--- src/rtl/core/bfra_pkg.sv ---
// Shared types, codes and helpers for the best-fit range allocator.
package bfra_pkg;

    localparam int MAX_SLOTS   = 256;
    localparam int MAX_RANGES  = 128;
    localparam int STALE_DEPTH = 64;
    localparam int RIDX_W      = $clog2(MAX_RANGES);
    localparam int SIDX_W      = $clog2(STALE_DEPTH);

    localparam logic [1:0] MODE_ALLOC   = 2'd0;
    localparam logic [1:0] MODE_FREE    = 2'd1;
    localparam logic [1:0] MODE_RELEASE = 2'd2;

    localparam logic [1:0] STS_OK   = 2'd0;
    localparam logic [1:0] STS_FAIL = 2'd1;
    localparam logic [1:0] STS_FULL = 2'd2;

    localparam logic [1:0] REG_HEAP_SIZE   = 2'd0;
    localparam logic [1:0] REG_BASE_HANDLE = 2'd1;
    localparam logic [1:0] REG_HANDLE_INC  = 2'd2;

    typedef enum logic [3:0] {
        S_IDLE, S_A_CHK, S_A_SCAN, S_A_UPD, S_A_ADD,
        S_F_DIV, S_F_WAIT, S_R_CHK, S_R_CMP, S_R_SCAN, S_R_UPD, S_RESP
    } t_state;

    typedef struct packed {
        logic load;
        logic out_load;
        logic set_fail;
        logic scan_start;
        logic scan_step;
        logic alloc_commit;
        logic add_handle;
        logic div_start;
        logic free_commit;
        logic stale_rd;
        logic pop_start;
        logic ret_commit;
    } t_cmd;

    typedef struct packed {
        logic alloc_bad;
        logic scan_done;
        logic best_found;
        logic div_done;
        logic stale_empty;
        logic stale_due;
        logic out_free;
    } t_sts;

    // Slots in use, clamped to the table size.
    function automatic logic [8:0] live_of(input logic [8:0] size);
        live_of = (size > 9'(MAX_SLOTS)) ? 9'(MAX_SLOTS) : size;
    endfunction

endpackage

--- src/rtl/core/bfra_ctrl.sv ---
// Sequencer for allocate, free and release transactions.
module bfra_ctrl (
    input  logic          i_clk,
    input  logic          i_rst_n,
    input  logic          i_in_valid,
    input  logic [1:0]    i_in_mode,
    input  bfra_pkg::t_sts i_sts,
    output logic          o_in_ready,
    output bfra_pkg::t_cmd o_cmd
);
    import bfra_pkg::*;

    t_state r_state, n_state;

    always_ff @(posedge i_clk) begin
        if (!i_rst_n) r_state <= S_IDLE;
        else          r_state <= n_state;
    end

    always_comb begin
        n_state    = r_state;
        o_cmd      = '0;
        o_in_ready = 1'b0;
        unique case (r_state)
            S_IDLE: begin
                o_in_ready = 1'b1;
                if (i_in_valid) begin
                    o_cmd.load = 1'b1;
                    unique case (i_in_mode)
                        MODE_ALLOC:   n_state = S_A_CHK;
                        MODE_FREE:    n_state = S_F_DIV;
                        MODE_RELEASE: n_state = S_R_CHK;
                        default:      n_state = S_RESP;
                    endcase
                end
            end
            S_A_CHK: begin
                if (i_sts.alloc_bad) begin
                    o_cmd.set_fail = 1'b1;
                    n_state = S_RESP;
                end else begin
                    o_cmd.scan_start = 1'b1;
                    n_state = S_A_SCAN;
                end
            end
            S_A_SCAN: begin
                o_cmd.scan_step = 1'b1;
                if (i_sts.scan_done) n_state = S_A_UPD;
            end
            S_A_UPD: begin
                if (i_sts.best_found) begin
                    o_cmd.alloc_commit = 1'b1;
                    n_state = S_A_ADD;
                end else begin
                    o_cmd.set_fail = 1'b1;
                    n_state = S_RESP;
                end
            end
            S_A_ADD: begin
                o_cmd.add_handle = 1'b1;
                n_state = S_RESP;
            end
            S_F_DIV: begin
                o_cmd.div_start = 1'b1;
                n_state = S_F_WAIT;
            end
            S_F_WAIT: begin
                if (i_sts.div_done) begin
                    o_cmd.free_commit = 1'b1;
                    n_state = S_RESP;
                end
            end
            S_R_CHK: begin
                if (i_sts.stale_empty) begin
                    n_state = S_RESP;
                end else begin
                    o_cmd.stale_rd = 1'b1;
                    n_state = S_R_CMP;
                end
            end
            S_R_CMP: begin
                if (i_sts.stale_due) begin
                    o_cmd.pop_start  = 1'b1;
                    o_cmd.scan_start = 1'b1;
                    n_state = S_R_SCAN;
                end else begin
                    n_state = S_RESP;
                end
            end
            S_R_SCAN: begin
                o_cmd.scan_step = 1'b1;
                if (i_sts.scan_done) n_state = S_R_UPD;
            end
            S_R_UPD: begin
                o_cmd.ret_commit = 1'b1;
                n_state = S_R_CHK;
            end
            S_RESP: begin
                if (i_sts.out_free) begin
                    o_cmd.out_load = 1'b1;
                    n_state = S_IDLE;
                end
            end
            default: n_state = S_IDLE;
        endcase
    end
endmodule

--- config.mk ---
export PLATFORM = sky130hd
export DESIGN_NAME = bfra_ctrl
export DESIGN_NICKNAME = d
export VERILOG_FILES = /design/src/rtl/core/bfra_pkg.sv /design/src/rtl/core/bfra_ctrl.sv
export SDC_FILE = /design/constraint.sdc
export NUM_CORES = 1
export LEC_CHECK = 0
export BUFFER_PORTS_ARGS = -buffer_cell sky130_fd_sc_hd__buf_2
export CORE_ASPECT_RATIO = 0.75
export CORE_MARGIN = 2
export CORE_UTILIZATION = 30
export DETAILED_ROUTE_END_ITERATION = 7
export HOLD_SLACK_MARGIN = 0.15
export PLACE_DENSITY = 0.55
export SYNTH_ARGS = -nofsm -noshare
export SYNTH_HDL_FRONTEND = slang
export SYNTH_SLANG_ARGS = --single-unit
--- constraint.sdc ---
create_clock -name i_clk -period 2.2 [get_ports i_clk]
set_clock_uncertainty 0.1 [all_clocks]
set_input_delay 0.44 -clock i_clk [delete_from_list [all_inputs] [get_ports i_clk]]
set_output_delay 0.44 -clock i_clk [all_outputs]
set_load 0.01 [all_outputs]
After elaboration in Yosys (flattened, before gate mapping)
Cells that the tools add are included.
{"block": "classes", "n_addsub": 0, "mul": 0, "div": 0, "n_lt_le_gt_ge": 0, "eq_ne": 18, "shift": 0, "mux": 33, "bitwise": 0, "reduce_logical": 4}
{"cell": "case mux 4 bit (12 select lines)", "n": 1}
{"cell": "two-way mux 4 bit", "n": 7}
{"cell": "two-way mux 1 bit", "n": 20}
{"cell": "== test 4 x 3 -> 1 bit (second input constant)", "n": 4}
{"cell": "== test 4 bit (second input constant)", "n": 4}
{"cell": "case mux 4 bit (3 select lines)", "n": 1}
{"cell": "inequality test 2 bit (second input constant)", "n": 5}
{"cell": "== test 4 x 2 -> 1 bit (second input constant)", "n": 2}
{"cell": "AND reduction 5 bit", "n": 1}
{"cell": "== test 4 x 1 -> 1 bit (second input constant)", "n": 1}
{"cell": "zero test 4 bit", "n": 1}
{"cell": "two-way mux 2 bit", "n": 2}
{"cell": "case mux 1 bit (2 select lines)", "n": 2}
{"cell": "== test 2 x 1 -> 1 bit (second input constant)", "n": 1}
{"cell": "== test 2 bit (second input constant)", "n": 1}
{"cell": "zero test 2 bit", "n": 1}
{"cell": "OR reduction 2 bit", "n": 1}
{"block": "totals", "reg_bits": 4, "latchBits": 0, "ramBits": 0, "romBits": 0, "inputBits": 12, "out_inout_bits": 13, "word_cells": 56, "memories": 0}

Depth between registers and ports, before layout
Gate-level depths: netlist of run 1.
{"block": "depth", "word_depth": 4, "mapped_depth": 6, "depth_no_buf": 6}

Worst setup path before layout of run 1
No wires, ideal clock.
{"block": "synth_path", "path_kind": "register -> output", "from": "register r_state[2]", "to": "output o_cmd[11] in the netlist's numbering", "arrival_ns": 1.388, "t_required_ns": 1.660, "slack_ns": 0.272, "stages_incl_launch_ff": 5, "n_path_buf": 2, "cell_sequence": "dfxtp_1 buf_2 buf_1 nor4_1 and2_1"}
{"item": "from (decl)", "line": "bfra_ctrl.sv:13", "rtl": "t_state r_state, n_state;"}
{"item": "from (signal assigned)", "line": "bfra_ctrl.sv:17", "rtl": "else r_state <= n_state;"}
{"item": "to (decl)", "line": "bfra_ctrl.sv:9", "rtl": "output bfra_pkg::t_cmd o_cmd"}

==> results of run 1 <==
## worst paths after layout
check / startpoint / end / slack [ns]
setup / recovery: r_state[1] / o_cmd[9] / 0.17
hold / removal: i_rst_n / r_state[2] / 0.41
setup reg to reg: r_state[3] / r_state[0] / 0.33
hold reg to reg: r_state[1] / r_state[1] / 0.61
## stage by stage
step           area [um2]  worst slack [ns]
3_5_place_dp        729.5            0.2831
6_report            765.7            0.1661
4_1_cts             752.0           0.08352
3_3_place_gp        729.5            0.2938
2_1_floorplan       599.3            0.2724
5_1_grt             765.7           0.04970
## kinds of logic (layout without fill, tap and decap cells)
group,Yosys count,count (layout),share of synthesized area (%)
compound gates,21,21,26.72
fa+ha+maj,2,2,4.175
buf+inv,13,36,11.06
flops,4,4,13.36
simple gates,44,44,44.68
## final cells by class
cell class	count	area [um2]
Fill cell	194	1040
Multi-Input combinational cell	67	465.4
Timing Repair Buffer	28	150.1
Sequential cell	4	81.33
Tap cell	22	27.53
Clock buffer	3	22.52
Inverter	5	18.77
## worst max-delay path, stage by stage, from the launching register on
cell	delay (ns)
dfxtp_1	0.33
buf_4	0.17
nand2b_1	0.18
a2111oi_4	0.39
buf_2	0.19
## routing by layer
layer / wire length, um / part of all wire, % / GRT usage, % / up-vias
li1: - / - / - / 358
met1: 874 / 53 / 20.80 / 306
met2: 667 / 40 / 20.71 / 23
met3: 107 / 6.5 / 4.268 / 0
met4: 0 / 0 / 1.463 / 0
met5: 0 / 0 / 0 / -
## placed cells by master (no fill, tap or decap), types with 2 or more instances in the layout
cell type	Yosys	layout
dfxtp_1	4	3
nand3_1	3	3
nor3_1	7	7
inv_1	5	5
or2b_1	2	2
ha_1	2	2
a211oi_1	3	3
or4b_1	2	2
nand2_1	5	5
buf_4	2	4
clkbuf_4	0	3
o22ai_1	2	2
o21ai_0	2	2
nor2_1	8	8
or4_1	2	2
nand2b_1	3	3
a21oi_1	4	4
buf_2	2	24
## report_power, final
| group | leakage (uW) | internal [uW] | switching (uW) |
|---|---|---|---|
| Clock | 0.0000138 | 61.0 | 29.0 |
| Combinational | 0.000281 | 294 | 361 |
| Sequential | 0.0000335 | 108 | 90.2 |
## repair_timing
action / 4_1_cts / 5_1_grt
resized for setup: 0 / 2
endpoints found under the setup margin: 0 / 1
setup buffers: 0 / 0
hold endpoints to repair: 0 / 0
==> flow_summary.json, run 1 <==
{
  "outcome": "finished clean",
  "num_antenna_cells": 0,
  "synth_area_per_cell_um2": 7.135,
  "p_per_area_nw_per_um2": 1231,
  "synth_commonest_cells": "nor2_1 (8), nor3_1 (7), inv_1 (5), nand2_1 (5)",
  "endpoint_kind": "primary output",
  "grt_start_max_net_pins": 19,
  "clk_latency_ns": 0.23,
  "yosysMostFrequentCell": "nor2_1",
  "cp_data_required_time_ns": 1.66,
  "tightest_slew_ns": 0.5282,
  "syn-num-nets": 98,
  "regMostFlops": "r_state",
  "postLayoutCoreUtil_pct": 42.41,
  "grt_usage_pct": 14.13,
  "synth_edf_count": 0,
  "cp-start-kind": "register",
  "antenna_left": 0,
  "num_vias": 687,
  "place_congestion": 0.8401,
  "htree_levels": 1,
  "maxSlewHeadroom_pct": 64.57,
  "grt_pass1_vias": 589,
  "syn_area_um2": 599.3,
  "min_path_cells": 3,
  "drt-initial-drc-count": 26,
  "yosysWarnings": 0,
  "crit_type": "reg2out",
  "finalHoldViolCount": 0,
  "dp.cells": 126,
  "layout.nets": 123,
  "rsz0062_at_grt": "no",
  "antenna_found_initial": 0,
  "ir_drop_mv": 0.4499,
  "dieArea_um2": 2375,
  "fin_hold_ws_ns": 0.4089,
  "async_reset_ff_share_pct": 0,
  "period_needed_ns": 2.034,
  "slew_violations": 0,
  "grt_overflow": 0,
  "fin_cells": 129,
  "cts-root-buf": "clkbuf_4",
  "p_total_uw": 942.5,
  "setup_viol": 0,
  "p_leak_uw": 0.0003279,
  "max_freq_ghz": 0.4917,
  "area_growth_pct": 27.77,
  "synth.area.top_cells": "dfxtp_1 (13%), nor3_1 (5.8%), nor2_1 (5.0%), ha_1 (4.2%), a211oi_1 (3.8%)",
  "synth.ff_latch_count": 4,
  "die_w_um": 55.61,
  "clk_path_buf_depth": 2,
  "postCtsHoldBufs": 0,
  "arrival_ns": 1.49,
  "wirelength_um": 1649,
  "initial_core_util_pct": 33.19,
  "synth_flop_cell": "dfxtp_1",
  "grt_pass1_wl_um": 2642,
  "hpwl_um": 1237,
  "yosysTopAreaCellShare_pct": 13.36,
  "reg_top3": "r_state x4",
  "ys_seq_area_share_pct": 13.36,
  "clk_pin_slew_ns": 0.04,
  "core_um2": 1805,
  "numCtsBuffers": 3,
  "via_per_inst": 5.326,
  "synth_area_leader_cell": "dfxtp_1",
  "synthDistinctLibCells": 42,
  "drcViolationCount": 0,
  "cts_tree": "yes",
  "syn_inst": 84,
  "r2r_cells": 4,
  "hold_class": "in2reg",
  "drive_gt1_share_pct": 36.45,
  "fp-row-count": 13,
  "firstDrtPassIters": 4,
  "clock-sinks": 4,
  "min_period_over_period_pct": 92.45,
  "setup_tns_ns": 0,
  "portBuffers": 24,
  "largest_register_ffs": 4,
  "die_y_um": 42.71,
  "drv_cap": 0,
  "wire_per_inst_um": 12.78,
  "worst-path-max-fanout": 9,
  "ios": 25
}
Power figures use the tool's default switching activity.
==> inputs of run 2 (changes only) <==
==> config.mk (replaced) <==
export PLATFORM = sky130hd
export DESIGN_NAME = bfra_ctrl
export DESIGN_NICKNAME = d
export VERILOG_FILES = /design/src/rtl/core/bfra_pkg.sv /design/src/rtl/core/bfra_ctrl.sv
export SDC_FILE = /design/constraint.sdc
export NUM_CORES = 1
export LEC_CHECK = 0
export BUFFER_PORTS_ARGS = -buffer_cell sky130_fd_sc_hd__clkbuf_2
export CORE_MARGIN = 2
export CORE_UTILIZATION = 46
export DETAILED_ROUTE_END_ITERATION = 7
export HOLD_SLACK_MARGIN = 0.15
export PLACE_DENSITY = 0.78
export SYNTH_ARGS = -nofsm -noshare
export SYNTH_HDL_FRONTEND = slang
export SYNTH_SLANG_ARGS = --single-unit
==> flow_summary.json, run 2 (same netlist as run 1, synthesis figures left out) <==
{
  "numCtsBuffers": 3,
  "path_buf_inv": 1,
  "regMostFlops": "r_state",
  "portBuffers": 24,
  "clk_path_buf_depth": 2,
  "cts-root-buf": "clkbuf_4",
  "grt_pass1_vias": 601,
  "p_leak_uw": 0.0003199,
  "grt_overflow": 0,
  "core_um2": 1252,
  "critPathMaxStageDelay_ns": 0.69,
  "setup_viol": 0,
  "worst-path-max-fanout": 18,
  "wire_per_inst_um": 12.74,
  "slew_violations": 0,
  "crit_cells": 3,
  "drt-initial-drc-count": 17,
  "grt_usage_pct": 22.77,
  "hold_path_end": "r_state[2]",
  "place_congestion": 0.8461,
  "fin_cells": 122,
  "ios": 25,
  "clk_pin_slew_ns": 0.04,
  "cp_top_family": "flip-flops",
  "antenna_left": 0,
  "min_path_cells": 3,
  "firstDrtPassIters": 4,
  "largest_register_ffs": 4,
  "num_vias": 729,
  "drive_gt1_share_pct": 37.38,
  "initial_core_util_pct": 47.85,
  "maxSlewHeadroom_pct": 60.17,
  "cp-start-kind": "register",
  "r2r_cells": 4,
  "n_fill_cell": 118,
  "endpoint_kind": "primary output",
  "final_cell_mix": "clkbuf_2 (24), nor2_1 (8), nor3_1 (7)",
  "crit_type": "reg2out",
  "grt_pass1_wl_um": 2401,
  "crit_chain": "nand2b_2 -> nor3_1 -> clkbuf_2",
  "dp.cells": 119,
  "hpwl_um": 1187,
  "die_y_um": 40.10,
  "r2r-end": "r_state[3]",
  "tightest_slew_ns": 0.5966,
  "cp_data_required_time_ns": 1.66,
  "drv_cap": 0,
  "layout.nets": 123,
  "setup_tns_ns": 0,
  "area_growth_pct": 24.43,
  "cts_tree": "yes",
  "wirelength_um": 1554,
  "reg_top3": "r_state x4",
  "htree_levels": 1,
  "mostFrequentLayoutCell": "clkbuf_2",
  "hold_class": "in2reg",
  "finalHoldViolCount": 0,
  "via_per_inst": 5.975,
  "r2r_slack_ns": 0.31,
  "p_per_area_nw_per_um2": 1253,
  "fp-row-count": 13,
  "hp-start": "i_rst_n",
  "r2r-start": "r_state[3]",
  "max_freq_ghz": 0.4847,
  "cp_slowest_cell": "dfxtp_1",
  "postCtsSetupBuffers": 0,
  "rsz0062_at_grt": "no",
  "antenna_found_initial": 0,
  "grt_start_max_net_pins": 19,
  "period_needed_ns": 2.063,
  "dieArea_um2": 1608,
  "outcome": "finished clean",
  "clock-sinks": 4,
  "min_period_over_period_pct": 93.77,
  "arrival_ns": 1.52,
  "ir_drop_mv": 0.5067,
  "num_antenna_cells": 0,
  "clk_latency_ns": 0.25,
  "die_w_um": 40.10,
  "drcViolationCount": 0
}
[run 2: cell count changes in the layout (fill, tap and decap cells not counted), sizes merged]
cell	change
buf	-24
clkbuf	+24
[run 2: worst min-delay path, delay by kind of cell]
family | cells | cell delay, ns
AOI/OAI and AO/OA | 1 | 0.06
buffers and inverters | 1 | 0.14
and+or+nand+nor | 1 | 0.08
[run 2: through the flow]
step	util, %	hold WS (ns)	total power, uW	worst slack (ns)	instance area [um2]
final	59.54	0.3983	934.6	0.1370	745.7
after global placement	57.54	0.5804	809.6	0.3479	720.7
after detailed placement	57.54	0.5896	828.9	0.3054	720.7
after global routing	59.54	0.4151	1016	0.01173	745.7
after CTS	59.34	0.3806	931.6	0.03631	743.2
after floorplan	-	0.4581	673.4	0.2724	599.3
[run 2: worst max-delay path by stage]
| stage | start | to | slack [ns] |
|---|---|---|---|
| 3_5_place_dp | r_state[1] | o_cmd[3] | 0.31 |
| 2_1_floorplan | r_state[2] | o_cmd[11] | 0.27 |
| 6_report | r_state[2] | o_cmd[3] | 0.14 |
| 3_3_place_gp | r_state[3] | r_state[3] | 0.35 |
| 4_1_cts | r_state[1] | o_cmd[3] | 0.04 |
| 5_1_grt | r_state[2] | o_cmd[3] | 0.01 |
[run 2: where the power goes]
group          internal [uW]  switching [uW]  leakage (uW)
Sequential               110             108     0.0000336
Clock                   61.5            37.9     0.0000138
Combinational            285             332      0.000273
Total                    457             478      0.000320
[run 2: area by class of cell]
cell class	instances	area, um2	share of cell area (%)
inverters	5	18.77	2.517
multi-input cells	67	452.9	60.74
flip-flops and latches	4	82.58	11.07
clock buffers	3	22.52	3.020
well taps	15	18.77	2.517
repair buffers	28	150.1	20.13
[run 2: layer usage]
metal	track usage, %	vias to the layer above	wire (um)
li1	-	364	-
met1	24.51	326	590
met2	38.71	30	802
met3	1.667	9	90
met4	21.55	0	70
met5	0	-	0
[run 2: what timing repair did]
action                     in CTS  in global routing
gates resized for setup         0                  2
hold buffers                    0                  0
setup endpoints to repair       0                  4
hold endpoints to repair        0                  0
